### src/clp_pkg.sv
// Shared types, character codes and field limits for the cron line parser.
`default_nettype none

package clp_pkg;

   localparam int unsigned LINE_LENGTH_DEF = 1024;
   localparam int unsigned NUM_FIELDS      = 5;

   localparam logic [7:0] CH_SPACE = 8'h20;
   localparam logic [7:0] CH_TAB   = 8'h09;
   localparam logic [7:0] CH_CR    = 8'h0D;
   localparam logic [7:0] CH_PIPE  = 8'h7C;
   localparam logic [7:0] CH_HASH  = 8'h23;
   localparam logic [7:0] CH_STAR  = 8'h2A;
   localparam logic [7:0] CH_QUERY = 8'h3F;
   localparam logic [7:0] CH_ZERO  = 8'h30;
   localparam logic [7:0] CH_NINE  = 8'h39;

   localparam logic [2:0]  SEP_MAX   = 3'd4;
   localparam logic [6:0]  VALUE_MAX = 7'd127;
   localparam logic [9:0]  OUT_MAX   = 10'd1023;
   localparam logic [10:0] DEC_BASE  = 11'd10;

   localparam logic [6:0] FIELD_LO [NUM_FIELDS] = '{7'd0, 7'd0, 7'd1, 7'd1, 7'd0};
   localparam logic [6:0] FIELD_HI [NUM_FIELDS] = '{7'd59, 7'd23, 7'd31, 7'd12, 7'd6};

   typedef enum logic [1:0] {
      PH_LEAD,
      PH_SCHED,
      PH_CMD,
      PH_SKIP
   } phase_type;

   typedef enum logic [1:0] {
      FK_EMPTY,
      FK_WILD,
      FK_DIGITS,
      FK_BAD
   } kind_type;

   typedef enum logic [2:0] {
      ST_OK,
      ST_SKIPPED,
      ST_NO_PIPE,
      ST_NO_CMD,
      ST_FEW_FIELDS,
      ST_EMPTY_FIELD,
      ST_BAD_DIGIT,
      ST_RANGE
   } status_type;

   // Result word, lowest field last.
   typedef struct packed {
      logic [1:0] pad;
      logic [9:0] command_length;
      logic [9:0] command_start;
      logic [4:0] any_mask;
      logic [2:0] weekday_val;
      logic [3:0] month_val;
      logic [4:0] day_val;
      logic [4:0] hour_val;
      logic [5:0] minute_val;
      logic [2:0] error_field;
      status_type status;
   } result_type;

   function automatic logic is_blank(input logic [7:0] c);
      return (c == CH_SPACE) || ((c >= CH_TAB) && (c <= CH_CR));
   endfunction

   function automatic logic is_digit(input logic [7:0] c);
      return (c >= CH_ZERO) && (c <= CH_NINE);
   endfunction

endpackage

`default_nettype wire

### src/cron_line_parser.sv
// Cron schedule line parser: one character per transaction, one result per line.
//
// Usage:
//   req_* carries one character per transaction: req_tdata is the byte, req_tuser
//   says whether the byte is present (low lets an empty line end) and req_tlast
//   marks the last transaction of the line. rsp_* carries one result per line:
//   status, field at fault, the five parsed values, the wildcard mask and the
//   trimmed command's offset and length.
//   The line's last transaction passes the input register, then the result
//   register; it waits in the input register while an earlier result is held.
//   Throughput: one character per cycle, lines back to back, unless a result is
//   still waiting at a line end; the parse state is one small update per character.
//   Reset clears the input stage, the parse state and the result valid flag;
//   a line in progress is dropped.
//   When the receiver stalls, the result is held and characters keep flowing;
//   req_tready drops only when a further line end reaches the parse stage
//   while the previous result is still waiting.
`default_nettype none

module cron_line_parser
   import clp_pkg::*;
#(
   parameter int unsigned LINE_LENGTH = LINE_LENGTH_DEF
) (
   input  wire logic        clock,
   input  wire logic        reset,
   input  wire logic        req_tvalid,
   output logic             req_tready,
   input  wire logic [7:0]  req_tdata,   // [7:0] ch
   input  wire logic        req_tuser,   // [0] has_char
   input  wire logic        req_tlast,   // line_end
   output logic             rsp_tvalid,
   input  wire logic        rsp_tready,
   output logic [55:0]      rsp_tdata    // status, error_field, minute_val, hour_val,
                                         // day_val, month_val, weekday_val, any_mask,
                                         // command_start, command_length, zero pad
);

   localparam int unsigned POS_W = $clog2(LINE_LENGTH);
   localparam int unsigned CW    = (POS_W + 1 > 11) ? POS_W + 1 : 11;
   localparam logic [POS_W-1:0] POS_LAST = POS_W'(LINE_LENGTH - 1);

   // input stage
   logic             s1_valid_ff;
   logic [7:0]       s1_ch_ff;
   logic             s1_has_ff;
   logic             s1_last_ff;
   logic             adv;

   // parse state
   phase_type        phase_ff, phase_up, phase_in;
   logic [POS_W-1:0] pos_ff, pos_up, pos_in;
   logic [2:0]       sep_ff, sep_up, sep_in;
   logic [2:0]       saved_ff, saved_up, saved_in;
   logic             ws_ff, ws_up, ws_in;
   logic             pipe_ff, pipe_up, pipe_in;
   logic [POS_W-1:0] first_ff, first_up, first_in;
   logic [POS_W-1:0] last_ff, last_up, last_in;
   logic             cmd_ne_ff, cmd_ne_up, cmd_ne_in;
   kind_type         kind_ff [NUM_FIELDS];
   kind_type         kind_up [NUM_FIELDS];
   kind_type         kind_in [NUM_FIELDS];
   logic [6:0]       value_ff [NUM_FIELDS];
   logic [6:0]       value_up [NUM_FIELDS];
   logic [6:0]       value_in [NUM_FIELDS];
   logic             trail_ff [NUM_FIELDS];
   logic             trail_up [NUM_FIELDS];
   logic             trail_in [NUM_FIELDS];
   logic [10:0]      acc [NUM_FIELDS];

   logic             blank;
   logic [3:0]       digit;
   logic             sched_go;
   logic             ft_go;

   // result
   result_type       rsp_ff, res;
   logic             rsp_valid_ff;
   status_type       st;
   logic [2:0]       ef;
   logic [4:0]       mask;
   logic [6:0]       vals [NUM_FIELDS];
   logic             stop;
   logic [CW-1:0]    cs_w;
   logic [CW-1:0]    cl_w;

   assign adv        = s1_valid_ff && (!s1_last_ff || !rsp_valid_ff || rsp_tready);
   assign req_tready = !s1_valid_ff || adv;
   assign rsp_tvalid = rsp_valid_ff;
   assign rsp_tdata  = rsp_ff;

   assign blank = is_blank(s1_ch_ff);
   assign digit = 4'(s1_ch_ff - CH_ZERO);

   for (genvar g = 0; g < NUM_FIELDS; g++) begin : g_acc
      assign acc[g] = 11'(value_ff[g]) * DEC_BASE + 11'(digit);
   end

   // Phase sequencing.
   always_comb begin
      phase_up = phase_ff;
      if (s1_has_ff) begin
         case (phase_ff)
            PH_LEAD: begin
               if (blank) begin
                  phase_up = PH_LEAD;
               end else if (s1_ch_ff == CH_HASH) begin
                  phase_up = PH_SKIP;
               end else if (s1_ch_ff == CH_PIPE) begin
                  phase_up = PH_CMD;
               end else begin
                  phase_up = PH_SCHED;
               end
            end
            PH_SCHED: begin
               if (s1_ch_ff == CH_PIPE) begin
                  phase_up = PH_CMD;
               end
            end
            default: begin
               phase_up = phase_ff;
            end
         endcase
      end
   end

   assign sched_go = s1_has_ff &&
                     ((phase_ff == PH_LEAD && !blank && s1_ch_ff != CH_HASH &&
                       s1_ch_ff != CH_PIPE) || phase_ff == PH_SCHED);

   // Character update of the schedule, fields and command span.
   always_comb begin
      pos_up    = pos_ff;
      sep_up    = sep_ff;
      saved_up  = saved_ff;
      ws_up     = ws_ff;
      pipe_up   = pipe_ff;
      first_up  = first_ff;
      last_up   = last_ff;
      cmd_ne_up = cmd_ne_ff;
      ft_go     = 1'b0;
      for (int i = 0; i < NUM_FIELDS; i++) begin
         kind_up[i]  = kind_ff[i];
         value_up[i] = value_ff[i];
         trail_up[i] = trail_ff[i];
      end

      if (s1_has_ff && pos_ff != POS_LAST) begin
         pos_up = pos_ff + POS_W'(1);
      end
      if (s1_has_ff && phase_ff == PH_LEAD && s1_ch_ff == CH_PIPE) begin
         pipe_up = 1'b1;
      end

      if (sched_go) begin
         if (s1_ch_ff == CH_PIPE) begin
            // spaces just before the pipe are not separators
            if (ws_ff) begin
               sep_up = saved_ff;
            end
            ws_up   = 1'b0;
            pipe_up = 1'b1;
         end else if (blank) begin
            if (!ws_ff) begin
               saved_up = sep_ff;
               ws_up    = 1'b1;
            end
            if (s1_ch_ff == CH_SPACE && sep_ff < SEP_MAX) begin
               sep_up = sep_ff + 3'd1;
            end else begin
               ft_go = 1'b1;
            end
         end else begin
            ws_up = 1'b0;
            ft_go = 1'b1;
         end
      end

      if (s1_has_ff && phase_ff == PH_CMD && !blank) begin
         if (!cmd_ne_ff) begin
            first_up  = pos_ff;
            cmd_ne_up = 1'b1;
         end
         last_up = pos_ff;
      end

      for (int i = 0; i < NUM_FIELDS; i++) begin
         if (ft_go && sep_ff == 3'(i)) begin
            if (blank) begin
               if (kind_ff[i] != FK_EMPTY) begin
                  trail_up[i] = 1'b1;
               end
            end else if (trail_ff[i]) begin
               kind_up[i] = FK_BAD;
            end else begin
               case (kind_ff[i])
                  FK_EMPTY: begin
                     if (s1_ch_ff == CH_STAR || s1_ch_ff == CH_QUERY) begin
                        kind_up[i] = FK_WILD;
                     end else if (is_digit(s1_ch_ff)) begin
                        kind_up[i]  = FK_DIGITS;
                        value_up[i] = 7'(digit);
                     end else begin
                        kind_up[i] = FK_BAD;
                     end
                  end
                  FK_DIGITS: begin
                     if (is_digit(s1_ch_ff)) begin
                        value_up[i] = (acc[i] > 11'(VALUE_MAX)) ? VALUE_MAX : acc[i][6:0];
                     end else begin
                        kind_up[i] = FK_BAD;
                     end
                  end
                  default: begin
                     kind_up[i] = FK_BAD;
                  end
               endcase
            end
         end
      end
   end

   // Clear the parse state once the line ends.
   always_comb begin
      phase_in  = s1_last_ff ? PH_LEAD : phase_up;
      pos_in    = s1_last_ff ? '0 : pos_up;
      sep_in    = s1_last_ff ? '0 : sep_up;
      saved_in  = s1_last_ff ? '0 : saved_up;
      ws_in     = s1_last_ff ? 1'b0 : ws_up;
      pipe_in   = s1_last_ff ? 1'b0 : pipe_up;
      first_in  = s1_last_ff ? '0 : first_up;
      last_in   = s1_last_ff ? '0 : last_up;
      cmd_ne_in = s1_last_ff ? 1'b0 : cmd_ne_up;
      for (int i = 0; i < NUM_FIELDS; i++) begin
         kind_in[i]  = s1_last_ff ? FK_EMPTY : kind_up[i];
         value_in[i] = s1_last_ff ? '0 : value_up[i];
         trail_in[i] = s1_last_ff ? 1'b0 : trail_up[i];
      end
   end

   // Line verdict.
   always_comb begin
      st    = ST_OK;
      ef    = '0;
      mask  = '0;
      stop  = 1'b0;
      cs_w  = CW'(first_up);
      cl_w  = CW'(last_up) - CW'(first_up) + CW'(1);
      for (int i = 0; i < NUM_FIELDS; i++) begin
         vals[i] = '0;
      end
      res   = '0;

      if (phase_up == PH_LEAD || phase_up == PH_SKIP) begin
         st = ST_SKIPPED;
      end else if (!pipe_up) begin
         st = ST_NO_PIPE;
      end else if (!cmd_ne_up) begin
         st = ST_NO_CMD;
      end else begin
         res.command_start  = (cs_w > CW'(OUT_MAX)) ? OUT_MAX : cs_w[9:0];
         res.command_length = (cl_w > CW'(OUT_MAX)) ? OUT_MAX : cl_w[9:0];
         if (sep_up < SEP_MAX) begin
            st = ST_FEW_FIELDS;
         end else begin
            // first failing field wins
            for (int i = 0; i < NUM_FIELDS; i++) begin
               if (!stop) begin
                  if (kind_up[i] == FK_WILD) begin
                     mask[i] = 1'b1;
                  end else if (kind_up[i] == FK_EMPTY) begin
                     st   = ST_EMPTY_FIELD;
                     ef   = 3'(i);
                     stop = 1'b1;
                  end else if (kind_up[i] == FK_BAD) begin
                     st   = ST_BAD_DIGIT;
                     ef   = 3'(i);
                     stop = 1'b1;
                  end else if (value_up[i] < FIELD_LO[i] || value_up[i] > FIELD_HI[i]) begin
                     st   = ST_RANGE;
                     ef   = 3'(i);
                     stop = 1'b1;
                  end else begin
                     vals[i] = value_up[i];
                  end
               end
            end
         end
      end

      res.status      = st;
      res.error_field = ef;
      if (st == ST_OK) begin
         res.any_mask    = mask;
         res.minute_val  = vals[0][5:0];
         res.hour_val    = vals[1][4:0];
         res.day_val     = vals[2][4:0];
         res.month_val   = vals[3][3:0];
         res.weekday_val = vals[4][2:0];
      end
   end

   always_ff @(posedge clock) begin
      if (reset) begin
         s1_valid_ff  <= 1'b0;
         rsp_valid_ff <= 1'b0;
         phase_ff     <= PH_LEAD;
         pos_ff       <= '0;
         sep_ff       <= '0;
         saved_ff     <= '0;
         ws_ff        <= 1'b0;
         pipe_ff      <= 1'b0;
         first_ff     <= '0;
         last_ff      <= '0;
         cmd_ne_ff    <= 1'b0;
         for (int i = 0; i < NUM_FIELDS; i++) begin
            kind_ff[i]  <= FK_EMPTY;
            value_ff[i] <= '0;
            trail_ff[i] <= 1'b0;
         end
      end else begin
         if (req_tready) begin
            s1_valid_ff <= req_tvalid;
         end
         if (adv) begin
            phase_ff  <= phase_in;
            pos_ff    <= pos_in;
            sep_ff    <= sep_in;
            saved_ff  <= saved_in;
            ws_ff     <= ws_in;
            pipe_ff   <= pipe_in;
            first_ff  <= first_in;
            last_ff   <= last_in;
            cmd_ne_ff <= cmd_ne_in;
            for (int i = 0; i < NUM_FIELDS; i++) begin
               kind_ff[i]  <= kind_in[i];
               value_ff[i] <= value_in[i];
               trail_ff[i] <= trail_in[i];
            end
         end
         if (adv && s1_last_ff) begin
            rsp_valid_ff <= 1'b1;
         end else if (rsp_tready) begin
            rsp_valid_ff <= 1'b0;
         end
      end
   end

   // Payload registers: hold while stalled.
   always_ff @(posedge clock) begin
      if (req_tready && req_tvalid) begin
         s1_ch_ff   <= req_tdata;
         s1_has_ff  <= req_tuser;
         s1_last_ff <= req_tlast;
      end
      if (adv && s1_last_ff) begin
         rsp_ff <= res;
      end
   end

   a_err_field_only_on_field_fault: assert property (@(posedge clock) disable iff (reset)
      rsp_valid_ff && !(rsp_ff.status == ST_EMPTY_FIELD || rsp_ff.status == ST_BAD_DIGIT ||
                        rsp_ff.status == ST_RANGE)
      |-> rsp_ff.error_field == '0)
      else $error("error_field set without a field fault");

   a_values_clear_on_fault: assert property (@(posedge clock) disable iff (reset)
      rsp_valid_ff && rsp_ff.status != ST_OK
      |-> rsp_ff.any_mask == '0 && rsp_ff.minute_val == '0 && rsp_ff.hour_val == '0 &&
          rsp_ff.day_val == '0 && rsp_ff.month_val == '0 && rsp_ff.weekday_val == '0)
      else $error("values reported for a failed line");

   a_ok_has_command: assert property (@(posedge clock) disable iff (reset)
      rsp_valid_ff && rsp_ff.status == ST_OK |-> rsp_ff.command_length != '0)
      else $error("accepted line with empty command");

   a_state_cleared_after_line: assert property (@(posedge clock) disable iff (reset)
      adv && s1_last_ff
      |=> phase_ff == PH_LEAD && pos_ff == '0 && !pipe_ff && !cmd_ne_ff && sep_ff == '0)
      else $error("parse state not cleared after line end");

   a_stall_only_on_blocked_result: assert property (@(posedge clock) disable iff (reset)
      !req_tready |-> s1_valid_ff && s1_last_ff && rsp_valid_ff && !rsp_tready)
      else $error("input stalled without a blocked result");

endmodule

`default_nettype wire
### config.mk
export PLATFORM = sky130hd
export DESIGN_NAME = cron_line_parser
export DESIGN_NICKNAME = d
export VERILOG_FILES = /design/src/clp_pkg.sv /design/src/cron_line_parser.sv
export SDC_FILE = /design/constraint.sdc
export NUM_CORES = 1
export LEC_CHECK = 0
export BUFFER_PORTS_ARGS = -buffer_cell sky130_fd_sc_hd__buf_4
export CORE_ASPECT_RATIO = 0.7
export CORE_MARGIN = 2
export CORE_UTILIZATION = 30
export CTS_BUF_LIST = sky130_fd_sc_hd__clkbuf_8
export CTS_CLUSTER_SIZE = 10
export DETAILED_ROUTE_END_ITERATION = 10
export PLACE_DENSITY = 0.49
export SYNTH_ARGS = -nofsm -noshare
export SYNTH_HDL_FRONTEND = slang
export SYNTH_SLANG_ARGS = --single-unit
### constraint.sdc
create_clock -name clock -period 6.46 [get_ports clock]
set_clock_uncertainty 0.2 [all_clocks]
set_input_delay 1.615 -clock clock [delete_from_list [all_inputs] [get_ports clock]]
set_output_delay 1.615 -clock clock [all_outputs]
set_load 0.02 [all_outputs]
# Word level (Yosys, flattened, before mapping)
# Memories as Yosys holds them, arrays and structs flattened.
# Index checks and enable logic that the tools add are counted.
# Widths: inputs -> output; s select.
[classes]
add_sub_neg = 10
multipliers = 5
order_cmp = 22
eq_ne = 31
mux = 254
bitwise_logic = 18
n_reduce_logical = 74
[ops]
columns = ["op", "n"]
rows = [
  ["$mux 7", 45],
  ["$mux 3", 66],
  ["$mux 1", 87],
  ["$mux 10", 8],
  ["$mux 2", 37],
  ["$pmux 7 s2", 5],
  ["$add 11x4->11", 5],
  ["$gt 11x7->1 const B", 5],
  ["$mul 7x3->10 const B", 5],
  ["$reduce_or 10->1", 4],
  ["$lt 7x1->1 const B", 5],
  ["$eq 8x6->1 const B", 4],
  ["$eq 2x2->1 const B", 12],
  ["$logic_not 2->1", 12],
  ["$pmux 2 s2", 6],
  ["$reduce_or 6->1", 4],
  ["$logic_and 1x1->1", 20],
  ["$reduce_bool 2->1", 9],
  ["$or 1x1->1", 15],
  ["$gt 7x5->1 const B", 2],
  ["$eq 2x1->1 const B", 6],
  ["$logic_or 1x1->1", 12],
  ["$add 11x1->11 const B", 1],
  ["$gt 11x10->1 const B", 1],
  ["29 further kinds", 38],
]
[totals]
ff_bits = 107
mem_bits_rw = 50
inputBits = 14
out_inout_bits = 58
memories = 3
[memory_table]
columns = ["memory", "depth", "word_bits", "rd", "rd_ports_with_merged_regs", "wr", "line", "text"]
rows = [
  ["value_ff", 5, 7, 5, 0, 5, "cron_line_parser.sv:63", "logic [6:0] value_ff [NUM_FIELDS];"],
  ["kind_ff", 5, 2, 5, 0, 5, "cron_line_parser.sv:60", "kind_type kind_ff [NUM_FIELDS];"],
  ["trail_ff", 5, 1, 5, 0, 5, "cron_line_parser.sv:66", "logic trail_ff [NUM_FIELDS];"],
]

# Logic depth before layout (Yosys ltp)
[depth]
ltp_word = 49
mapped_depth = 22

# Worst setup path before layout
# Ideal clock, no wire load.
[synth_path]
kind = "reg-to-reg"
start = "register s1_ch_ff[2]"
end = "register rsp_ff (netlist bit rsp_tdata[44]), data pin"
setup_ps = 278
t_arrival_ps = 4867
setup_slack_ps = 1116
path_stages_with_launch = 21
n_path_buf = 0
synth_period_minus_slack_ps = 5344
path_cell_list = "edfxtp_1 -> nor3_1 -> a2111oi_4 -> a21oi_1 -> nand4_1 -> nor2_1 -> mux2i_1 -> ha_1 -> ha_1 -> a21o_1 -> a21oi_1 -> nor2_1 -> nor2_1 -> nor2_1 -> o21ai_0 -> nand2b_1 -> a21oi_1 -> o21bai_1 -> a21oi_1 -> xnor2_1 -> a21oi_1"
[synth_between]
elab_chain_cells = 12
elab_cells_between_ends = 39
classes_between = "add/sub: 2; order compare: 3; eq/ne: 6; mux: 13; bitwise: 2; reduce/logical: 13"
[synth_lines]
columns = ["element", "line", "text"]
rows = [
  ["start: declaration", "cron_line_parser.sv:45", "logic [7:0] s1_ch_ff;"],
  ["start signal: assignment", "cron_line_parser.sv:352", "s1_ch_ff <= req_tdata;"],
  ["parallel branches: the longest is 12 deep, another holds $sub 10x10->11", "--", ""],
  ["end signal: assignment", "cron_line_parser.sv:357", "rsp_ff <= res;"],
  ["end: declaration", "cron_line_parser.sv:77", "result_type rsp_ff, res;"],
]
# Several ways; the timed one is not identified.
# A chain may end at the register's enable or synchronous reset.

==> metrics.cfg <==
[pwr]
pwr-share-seq = 0.484
comb_power_share = 0.185
switching_share = 0.303
peakVddDrop_uv = 112
clkPwrFrac = 0.331
p_int_mw = 1.66
cellLeakagePower_nw = 4.89
power_density_nw_per_um2 = 185
switchingPower_uw = 720

[critical_path]
ff2ff_path_depth = 17
crit_buf_inv = 2
worstReg2RegEnd = rsp_tdata[19]$_SDFFCE_PP0P_
worst-path-max-fanout = 18
worst-endpoint-required_ns = 6.53
endpoint = rsp_tdata[19]$_SDFFCE_PP0P_
cp.depth = 17
crit_type = flip-flop to flip-flop
arrival_ns = 6.17
r2r_slack_ns = 0.36
start_kind = flip-flop
end_kind = flip-flop
cp_cell_sequence = ha_1, ha_1, inv_1, fa_1, xor2_1, nor3_1, a211o_1, a2111oi_4, a41oi_1, a31oi_1, o2111ai_1, a31oi_1, nor4b_1, nor4b_2, a21bo_1, buf_12, nor4_1
critPathLaunch = value_ff[0][15]$_SDFFCE_PP0P_
slowest_delay_ns = 0.56
slowest_stage = a2111oi_4
r2r_start = value_ff[0][15]$_SDFFCE_PP0P_
cp_top_family = compound AO/OA/AOI/OAI gates

[floorplanning]
io_pins = 72
fp-row-count = 59
die_x_microns = 236
core_area_sq_um = 37200
die_y_microns = 167
start_util = 0.305
die-area_sq_um = 39400

[synthesis]
ys_dominant_reg_cell = edfxtp_1
synth_top_area_share = 0.302
yosys_warnings = 0
syn_inst = 1208
ys_top_cells_by_count = nor2_1, edfxtp_1, nand2_1, ha_1, a21oi_1
synth_top_cell_by_area = edfxtp_1
ys_seq_area_frac = 0.378
yosys.cell_count.top_type = nor2_1
yosys-top-cells-area = edfxtp_1, ha_1, dfxtp_1, nor2_1, a21oi_1
yosysUniqueCellTypes = 101
syn_area_sq_um = 11300
synth_edf_count = 114
async_reset_ff_frac = 0
ys_seq_elements = 157
syn_avg_cell_area_sq_um = 9.39

[global_routing]
grt_max_degree = 48
grt_pass1_wl_microns = 53700
grt_remaining_overflow = 0
grt_antenna_before_repair = 1
grt_pass1_vias = 9136
track_usage = 0.176

[worst_hold_path]
hold_class = flip-flop to flip-flop
hold_start = first_ff[1]$_SDFFE_PP0P_

[cts]
post_cts_buffers = 0
htreeDepth = 4
insertion_delay_ns = 0.50
cts_tree = done
cts_root_buf = clkbuf_8
max-clock-path-buffers = 2
ctsHoldBuffers = 0
clk_pin_slew_ns = 0.09
cts_sinks = 157
cts_resized = 0
cts_buffers = 17

[sta]
setup-tns-final_ns = 0
drv_slew = 0
worst-slew-pin-transition_ns = 0.896
fmax_mhz = 164
finalCriticalPeriod_ns = 6.10
period_share = 0.945
finalHoldViolations = 0
relSlewSlack = 0.403
grt_setup_unrepaired = false
setup_violations = 0

[detailed_routing]
drt_wl_total_microns = 33900
drt-initial-drc-count = 758
dr.pass1.iters = 5
routed_via_density = 5.41
avgRoutedWirePerCell_microns = 19.0
drtAntennaViolNets = 0
drc = 0
num_vias = 9640

[layout]
drive_above_1_share = 0.132
fillers = 3846
final_core_utilization = 0.346
nets = 1410
areaGrowthSynthToFinish_pct = 13.7

[placement]
port_buffers = 69
globalplace.congestion = 0.823
hpwl_microns = 25400

[run]
maxCapViolations = 0

[status]
status = finished, final reports clean

layout make-up:
cell class | count | area, sq um | share of cell area
antenna | 1 | 2.50 | 0.000194
clock buffer | 17 | 234 | 0.0182
clock inverter | 15 | 170 | 0.0132
inverter | 49 | 184 | 0.0143
multi-input combinational | 957 | 6660 | 0.516
sequential | 157 | 4280 | 0.332
tap | 488 | 611 | 0.0474
timing repair buffer | 98 | 748 | 0.0580
sequential cells by signal, indices dropped and copies added (netlist names):
name	cells
s1_has_ff	1
first_ff	10
value_ff	35
pos_ff	10
phase_ff	2
last_ff	10
rsp_tdata	54
pipe_ff	1
saved_ff	3
s1_ch_ff	8
s1_last_ff	1
sep_ff	3
ws_ff	1
cmd_ne_ff	1
kind_ff	10
trail_ff	5
rsp_tvalid	1
s1_valid_ff	1
cell usage in the layout, fill, tap and decap left out, types with 10 or more instances in the layout:
cell type,instances
nand2b_1,18
a21oi_1,89
nand4_1,12
fa_1,11
nor3_1,38
nor3b_1,11
and3_1,10
nor4_1,19
a31oi_1,23
a21o_1,13
xor2_1,14
inv_1,46
ha_1,105
mux2i_1,18
nand2_1,110
o211ai_1,11
xnor2_1,24
a22o_1,11
or3_1,11
o31ai_1,10
nand3_1,32
and2_1,24
edfxtp_1,114
clkbuf_8,17
buf_4,97
nor2_1,142
o21ai_0,39
dfxtp_1,43
power by group through the flow:
stage	logic, mW	clock network, mW	registers [mW]
after floorplan	0.309	0	1.17
after CTS	0.438	0.812	1.15
final	0.441	0.787	1.15
after global routing	0.490	0.853	1.16
after global placement	0.434	0	1.17
after detailed placement	0.435	0	1.17
through the flow:
stage / cells / instance area (sq um) / power, mW / hold slack (ns) / setup WS [ns]
after floorplan: 1209 / 11300 / 1.48 / 0.224 / 1.12
after global placement: 1749 / 12500 / 1.61 / 0.238 / 0.715
after detailed placement: 1749 / 12500 / 1.61 / 0.242 / 0.532
after CTS: 1781 / 12900 / 2.40 / 0.265 / 0.476
after global routing: 1782 / 12900 / 2.50 / 0.316 / 0.0793
final: 1782 / 12900 / 2.38 / 0.260 / 0.356
routing by layer:
| metal | global-route usage | up-vias | share of wire |
|---|---|---|---|
| met5 | 0 | - | 0 |
| met2 | 0.233 | 286 | 0.39 |
| li1 | - | 4675 | - |
| met3 | 0.0350 | 25 | 0.056 |
| met1 | 0.282 | 4654 | 0.54 |
| met4 | 0.0416 | 0 | 0.013 |
tightest hold or removal path, cell delays in order, from the launching register on:
cell and delay, ns:
dfxtp_1 0.33, nand2_1 0.04, o21ai_0 0.06
cells by family after synthesis:
group / after synthesis / share of synthesized area
AND/OR/NAND/NOR: 491 / 0.222
AO/OA/AOI/OAI: 290 / 0.180
flip-flops: 157 / 0.378
adder cells (fa/ha/maj): 116 / 0.135
buffers and inverters: 95 / 0.0370
XOR/XNOR: 38 / 0.0294
multiplexers: 20 / 0.0179
other: 1 / 0.000331
worst min path at each step:
stage	endpoint	depth (start not counted)	slack (ns)
CTS	first_ff[5]$_SDFFE_PP0P_	2	0.27
floorplan	first_ff[0]$_SDFFE_PP0P_	2	0.22
global placement	first_ff[5]$_SDFFE_PP0P_	2	0.24
global route	first_ff[4]$_SDFFE_PP0P_	2	0.32
detailed placement	first_ff[5]$_SDFFE_PP0P_	2	0.24
finish	first_ff[1]$_SDFFE_PP0P_	2	0.26
Note: power is estimated with default switching activity, not from simulation.
